### src/design/lfht_pkg.sv
// Shared constants, codes and controller/datapath handshake structs for the handle table.
`timescale 1ns / 1ps

package lfht_pkg;

    // Default number of slots
    localparam int LFHT_DEF_CAPACITY = 1024;

    // Occupied bits are kept in rows of this many slots
    localparam int LFHT_ROW_W = 64;

    // Field widths of the stream words
    localparam int LFHT_OP_W     = 2;
    localparam int LFHT_VALUE_W  = 64;
    localparam int LFHT_IDX_W    = 11;
    localparam int LFHT_RINDEX_W = 10;

    // Operation codes
    localparam logic [LFHT_OP_W-1:0] LFHT_OP_ADD    = 2'd0;
    localparam logic [LFHT_OP_W-1:0] LFHT_OP_FREE   = 2'd1;
    localparam logic [LFHT_OP_W-1:0] LFHT_OP_LOOKUP = 2'd2;

    // Result status codes
    typedef enum logic [1:0] {
        ST_OK    = 2'd0,
        ST_FULL  = 2'd1,
        ST_RANGE = 2'd2,
        ST_EMPTY = 2'd3
    } t_status;

    // Commands from the controller to the datapath
    typedef struct packed {
        logic clear_step;  // write one row of the occupied-bit memory with its reset pattern
        logic load;        // capture the input word
        logic read;        // read the target row and value
        logic decide;      // resolve the operation and update state
        logic scan;        // test one row of the full-row summary
        logic pick;        // take the lowest free bit of the fetched row
        logic emit;        // move the result into the output register
    } t_cmd;

    // Status from the datapath to the controller
    typedef struct packed {
        logic clear_last;  // last row of the clearing pass
        logic need_scan;   // the filled row is full above the new slot
        logic scan_hit;    // the scanned row has a free slot
        logic out_ready;   // output register can take a result
    } t_sts;

endpackage

### src/design/lfht_ctrl.sv
// Sequencing state machine of the handle table.
`timescale 1ns / 1ps

module lfht_ctrl
    import lfht_pkg::*;
(
    input  logic i_clk,
    input  logic i_rst_n,
    input  logic i_in_valid,
    output logic o_in_ready,
    input  t_sts i_sts,
    output t_cmd o_cmd
);

    typedef enum logic [6:0] {
        S_CLEAR  = 7'b0000001,
        S_IDLE   = 7'b0000010,
        S_READ   = 7'b0000100,
        S_DECIDE = 7'b0001000,
        S_SCAN   = 7'b0010000,
        S_PICK   = 7'b0100000,
        S_RESP   = 7'b1000000
    } t_state;

    t_state r_state;
    t_state n_state;

    // Advance the state register
    always_ff @(posedge i_clk) begin
        if (!i_rst_n) begin
            r_state <= S_CLEAR;
        end else begin
            r_state <= n_state;
        end
    end

    // Next state and commands
    always_comb begin
        n_state    = r_state;
        o_cmd      = '0;
        o_in_ready = 1'b0;
        unique case (r_state)
            S_CLEAR: begin
                o_cmd.clear_step = 1'b1;
                if (i_sts.clear_last) begin
                    n_state = S_IDLE;
                end
            end
            S_IDLE: begin
                o_in_ready = 1'b1;
                if (i_in_valid) begin
                    o_cmd.load = 1'b1;
                    n_state    = S_READ;
                end
            end
            S_READ: begin
                o_cmd.read = 1'b1;
                n_state    = S_DECIDE;
            end
            S_DECIDE: begin
                o_cmd.decide = 1'b1;
                n_state      = i_sts.need_scan ? S_SCAN : S_RESP;
            end
            S_SCAN: begin
                o_cmd.scan = 1'b1;
                if (i_sts.scan_hit) begin
                    n_state = S_PICK;
                end
            end
            S_PICK: begin
                o_cmd.pick = 1'b1;
                n_state    = S_RESP;
            end
            S_RESP: begin
                if (i_sts.out_ready) begin
                    o_cmd.emit = 1'b1;
                    n_state    = S_IDLE;
                end
            end
            default: begin
                n_state = S_CLEAR;
            end
        endcase
    end

endmodule

### config.mk
export PLATFORM = sky130hd
export DESIGN_NAME = lfht_ctrl
export DESIGN_NICKNAME = d
export VERILOG_FILES = /design/src/design/lfht_pkg.sv /design/src/design/lfht_ctrl.sv
export SDC_FILE = /design/constraint.sdc
export NUM_CORES = 1
export LEC_CHECK = 0
export ABC_AREA = 0
export BUFFER_PORTS_ARGS = -buffer_cell sky130_fd_sc_hd__buf_2
export CORE_MARGIN = 2
export CORE_UTILIZATION = 35
export CTS_CLUSTER_SIZE = 30
export DETAILED_ROUTE_END_ITERATION = 10
export SLEW_MARGIN = 5
export SYNTH_ARGS = -nofsm -noshare
export SYNTH_HDL_FRONTEND = slang
export SYNTH_SLANG_ARGS = --single-unit
### constraint.sdc
create_clock -name i_clk -period 4 [get_ports i_clk]
set_input_delay 0.2 -clock i_clk [delete_from_list [all_inputs] [get_ports i_clk]]
set_output_delay 0.2 -clock i_clk [all_outputs]
set_load 0.01 [all_outputs]
==> results.rst <==
.. list-table::
   :header-rows: 1

   * - Metric
     - Value
   * - Synth cell types
     - 31
   * - Setup fix buffers added after clock tree synthesis
     - 0
   * - Yosys reg bits
     - 7
   * - Total die area
     - 1640 sq um
   * - TritonCTS Buffers
     - 3
   * - Chip height
     - 40.5 um
   * - Worst vdd rail ir drop
     - 0.179 mV
   * - Detailed-route via count
     - 445
   * - Final setup vio count
     - 0
   * - Post-route setup slack
     - 2.06 ns
   * - RSZ-0062 raised after global routing
     - no
   * - Master of the slowest instance on the critical path
     - sky130_fd_sc_hd__or4_4
   * - Headroom to the max-slew limit
     - a little under 70%
   * - Net Sw Frac
     - 26.7%
   * - Layout Cells excl Fill
     - 85
   * - 1st-iter DRT viols
     - 9
   * - Largest registers
     - r_state: 7 flops
   * - Post-synth net total
     - 62
   * - Outcome
     - finished clean
   * - Count of pins over their slew limit
     - 0
   * - Count of final hold-check violations
     - 0
   * - Worst slew pin tran
     - between 0.4 and 0.5 ns
   * - Initial antenna violation count
     - 0
   * - Simple-gate share of the synthesized area
     - between 40% and 50%
   * - Share of power burned in combinational logic
     - between 10% and 20%
   * - Detailed-route vias per instance
     - about 5.2
   * - Detailed Route WL
     - 966 um
   * - Final routed wire length divided by cell count
     - 11.4 um
   * - Clock tree from TritonCTS
     - done
   * - Clock period minus final worst setup slack
     - 1.94 ns
   * - Cell count after synthesis
     - 55
   * - Site Rows
     - 13
   * - Power dissipated by switching net loads
     - ~45 uW
   * - Maximum buffer depth of the clock tree
     - 2
   * - Sequential cell area fraction in the yosys report
     - 30.1%
   * - Pint
     - 124 uW
   * - Worst setup EP type
     - output pin
   * - Number of search-and-repair iterations in the first detailed-routing pass
     - 3
   * - H-Tree Level Count
     - 1
   * - Worst stage delay on the critical path
     - 0.59 ns
   * - Area growth, synth to finish
     - 21.8%
   * - Worst-case setup slack after placement
     - 2.34 ns
   * - Clock Pin Slew Worst Setup and Hold Paths
     - 0.05 ns
   * - Clk sink count
     - 7
   * - Critical path type
     - flop to output pin
   * - Skew-Pair Late Insertion Delay
     - around 0.25 ns
   * - Proportion of power drawn by flip-flops and latches
     - 44.6%
   * - Number of routed nets with antenna violations
     - 0
   * - Remaining global-route overflow
     - 0
   * - Total global routing track utilization
     - 15.7%
   * - Multiplexer area fraction after synthesis
     - 0%
   * - Commonest cells after routing, fill and taps aside
     - sky130_fd_sc_hd__buf_2 (14), sky130_fd_sc_hd__dfxtp_1 (7), sky130_fd_sc_hd__nor3_1 (6), sky130_fd_sc_hd__nand2b_1 (4)
   * - Largest register by flop count
     - r_state
   * - Number of hold buffers added after cts
     - 0
   * - Io pins
     - 15
   * - Post-route worst hold slack
     - 0.192 ns
   * - Achievable frequency
     - 517 MHz
   * - Final net count
     - 78
   * - Final non-filler cell area
     - 567 sq um
   * - Area of placed instances
     - 541 sq um
   * - Crit-path cells
     - or4_4 > or2_4 > nor3_1 > buf_2
   * - Clock share of power
     - a little under two fifths
   * - Maximum clock skew at final layout
     - between 0.004 and 0.005 ns
   * - Area share of xor/xnor cells in the synthesized design
     - 3.76%
   * - Most common library cell in the layout ignoring fill and taps
     - sky130_fd_sc_hd__buf_2
   * - Area fraction in compound gates after synthesis
     - 15.3%
   * - First-pass GRT wire length
     - 1.57 mm
   * - Fraction of the cycle the final worst path needs
     - 48.4%
   * - Dpl cells
     - 81
   * - Leakage
     - 0.224 nW
   * - Path category of the worst min-delay check
     - primary input to flop
   * - Largest family of logic cells by synthesized area
     - simple AND/OR/NAND/NOR gates
   * - Crit-path max FO
     - 6
   * - Number of global-route vias before repair
     - 350
   * - Fraction of final layout cells with drive strength greater than 1
     - 32.9%
   * - Largest net degree at the start of global routing
     - 14
   * - Starting density of the core
     - 36.7%
   * - Post-synthesis average cell area
     - 8.46 sq um
   * - Power density over the cells
     - 298 nW/um^2
   * - Final estimated routing congestion in global placement
     - 0.736
   * - Total number of yosys warnings
     - 0
   * - Adder-cell share of the synthesized area
     - 0%
   * - Flip-flop count of the largest register, all copies and words added
     - 7
   * - Reported max-cap violation count
     - 0
   * - Final HPWL from detailed placement
     - 737 um
   * - DRC
     - 0
   * - CTS-repair resized insts
     - 0
   * - Nature of the critical path startpoint
     - flop
   * - Port-buffer cells
     - 14
   * - Post-synthesis instance area
     - between 400 and 500 sq um
   * - Area of the core
     - 1270 sq um
   * - Required time at the worst-slack endpoint
     - roughly 3.8 ns
   * - Arrival time of data at the critical path endpoint
     - 1.74 ns
   * - Antenna diodes
     - 0
   * - Horiz. Die Dim
     - 40.5 um
   * - Root buf cell
     - sky130_fd_sc_hd__clkbuf_4
   * - Setup total negative slack
     - 0 ns
## final timing paths
kind | start | end | slack [ns] | cells past startpoint
max reg2reg | r_state[5] | r_state[1] | 2.40 | 4
min reg2reg | r_state[2] | r_state[3] | 0.56 | 2
min | i_rst_n | r_state[0] | 0.19 | 2
max | r_state[5] | o_cmd[2] | 2.06 | 4
## power groups by stage
stage | Sequential [mW] | Clock (mW) | Combinational, mW
2_1_floorplan | 0.0759 | 0 | 0.0208
3_3_place_gp | 0.0770 | 0 | 0.0296
3_5_place_dp | 0.0766 | 0 | 0.0297
4_1_cts | 0.0753 | 0.0664 | 0.0298
5_1_grt | 0.0758 | 0.0749 | 0.0330
6_report | 0.0753 | 0.0642 | 0.0294
## cell families (layout without fill, tap and decap cells)
family | count (synthesis) | count (layout)
AOI/OAI and AO/OA | 10 | 10
xor gates and xnor gates | 2 | 2
buffers and inverters | 6 | 21
DFF | 7 | 7
and+or+nand+nor | 30 | 30
## synthesized netlist by cell type
cell / count / share of area (%)
sky130_fd_sc_hd__nor2b_1: 1 / 1.3
sky130_fd_sc_hd__o32ai_1: 1 / 1.9
sky130_fd_sc_hd__clkbuf_1: 1 / 0.81
sky130_fd_sc_hd__or4_1: 1 / 1.6
sky130_fd_sc_hd__buf_2: 2 / 2.2
sky130_fd_sc_hd__and2_1: 1 / 1.3
sky130_fd_sc_hd__nor3b_1: 2 / 3.2
sky130_fd_sc_hd__inv_1: 3 / 2.4
sky130_fd_sc_hd__nor4b_4: 1 / 5.1
sky130_fd_sc_hd__o21ai_0: 1 / 1.1
sky130_fd_sc_hd__nor4b_1: 1 / 1.9
sky130_fd_sc_hd__xnor2_1: 2 / 3.8
sky130_fd_sc_hd__or2_4: 1 / 1.9
sky130_fd_sc_hd__a21oi_1: 2 / 2.2
sky130_fd_sc_hd__nor4_2: 1 / 2.7
sky130_fd_sc_hd__o21a_1: 1 / 1.6
sky130_fd_sc_hd__a22oi_1: 1 / 1.6
sky130_fd_sc_hd__a31oi_1: 1 / 1.3
sky130_fd_sc_hd__o221ai_1: 1 / 1.9
sky130_fd_sc_hd__nor4_1: 2 / 2.7
sky130_fd_sc_hd__or4_4: 1 / 2.4
sky130_fd_sc_hd__nor2_1: 3 / 2.4
sky130_fd_sc_hd__dfxtp_1: 7 / 30
sky130_fd_sc_hd__and3_1: 1 / 1.3
sky130_fd_sc_hd__nor3_1: 6 / 6.5
sky130_fd_sc_hd__nand2b_1: 4 / 5.4
sky130_fd_sc_hd__o21ai_2: 1 / 1.9
sky130_fd_sc_hd__nor3_2: 1 / 2.2
sky130_fd_sc_hd__o31a_1: 1 / 1.9
sky130_fd_sc_hd__nand2_1: 2 / 1.6
sky130_fd_sc_hd__and4_1: 1 / 1.9
## layer usage
metal  track usage, %  vias to the layer above  wire length, um
met3             10.0                        0               63
met4             5.00                        0                0
met1             18.7                      199              454
li1                 -                      236                -
met2             22.6                       10              448
met5                0                        -                0
## worst max-delay path, delay by kind of cell, from the launching register on
family                 cells  cell delay [ns]
AND/OR/NAND/NOR            3             0.98
flip-flops                 1             0.35
buffers and inverters      1             0.15
## stage by stage
step	power [mW]	utilization [%]
2_1_floorplan	0.0967	-
3_3_place_gp	0.107	42.6
3_5_place_dp	0.106	42.6
4_1_cts	0.171	44.7
5_1_grt	0.184	44.7
6_report	0.169	44.7
## final cells by class
class | instances | area, sq um
Fill cell | 135 | 702
Multi-Input combinational cell | 42 | 300
Sequential cell | 7 | 140
Timing Repair Buffer | 14 | 70.1
Clock buffer | 4 | 26.3
Tap cell | 15 | 18.8
Inverter | 3 | 11.3
(Power assumes the default switching activity.)
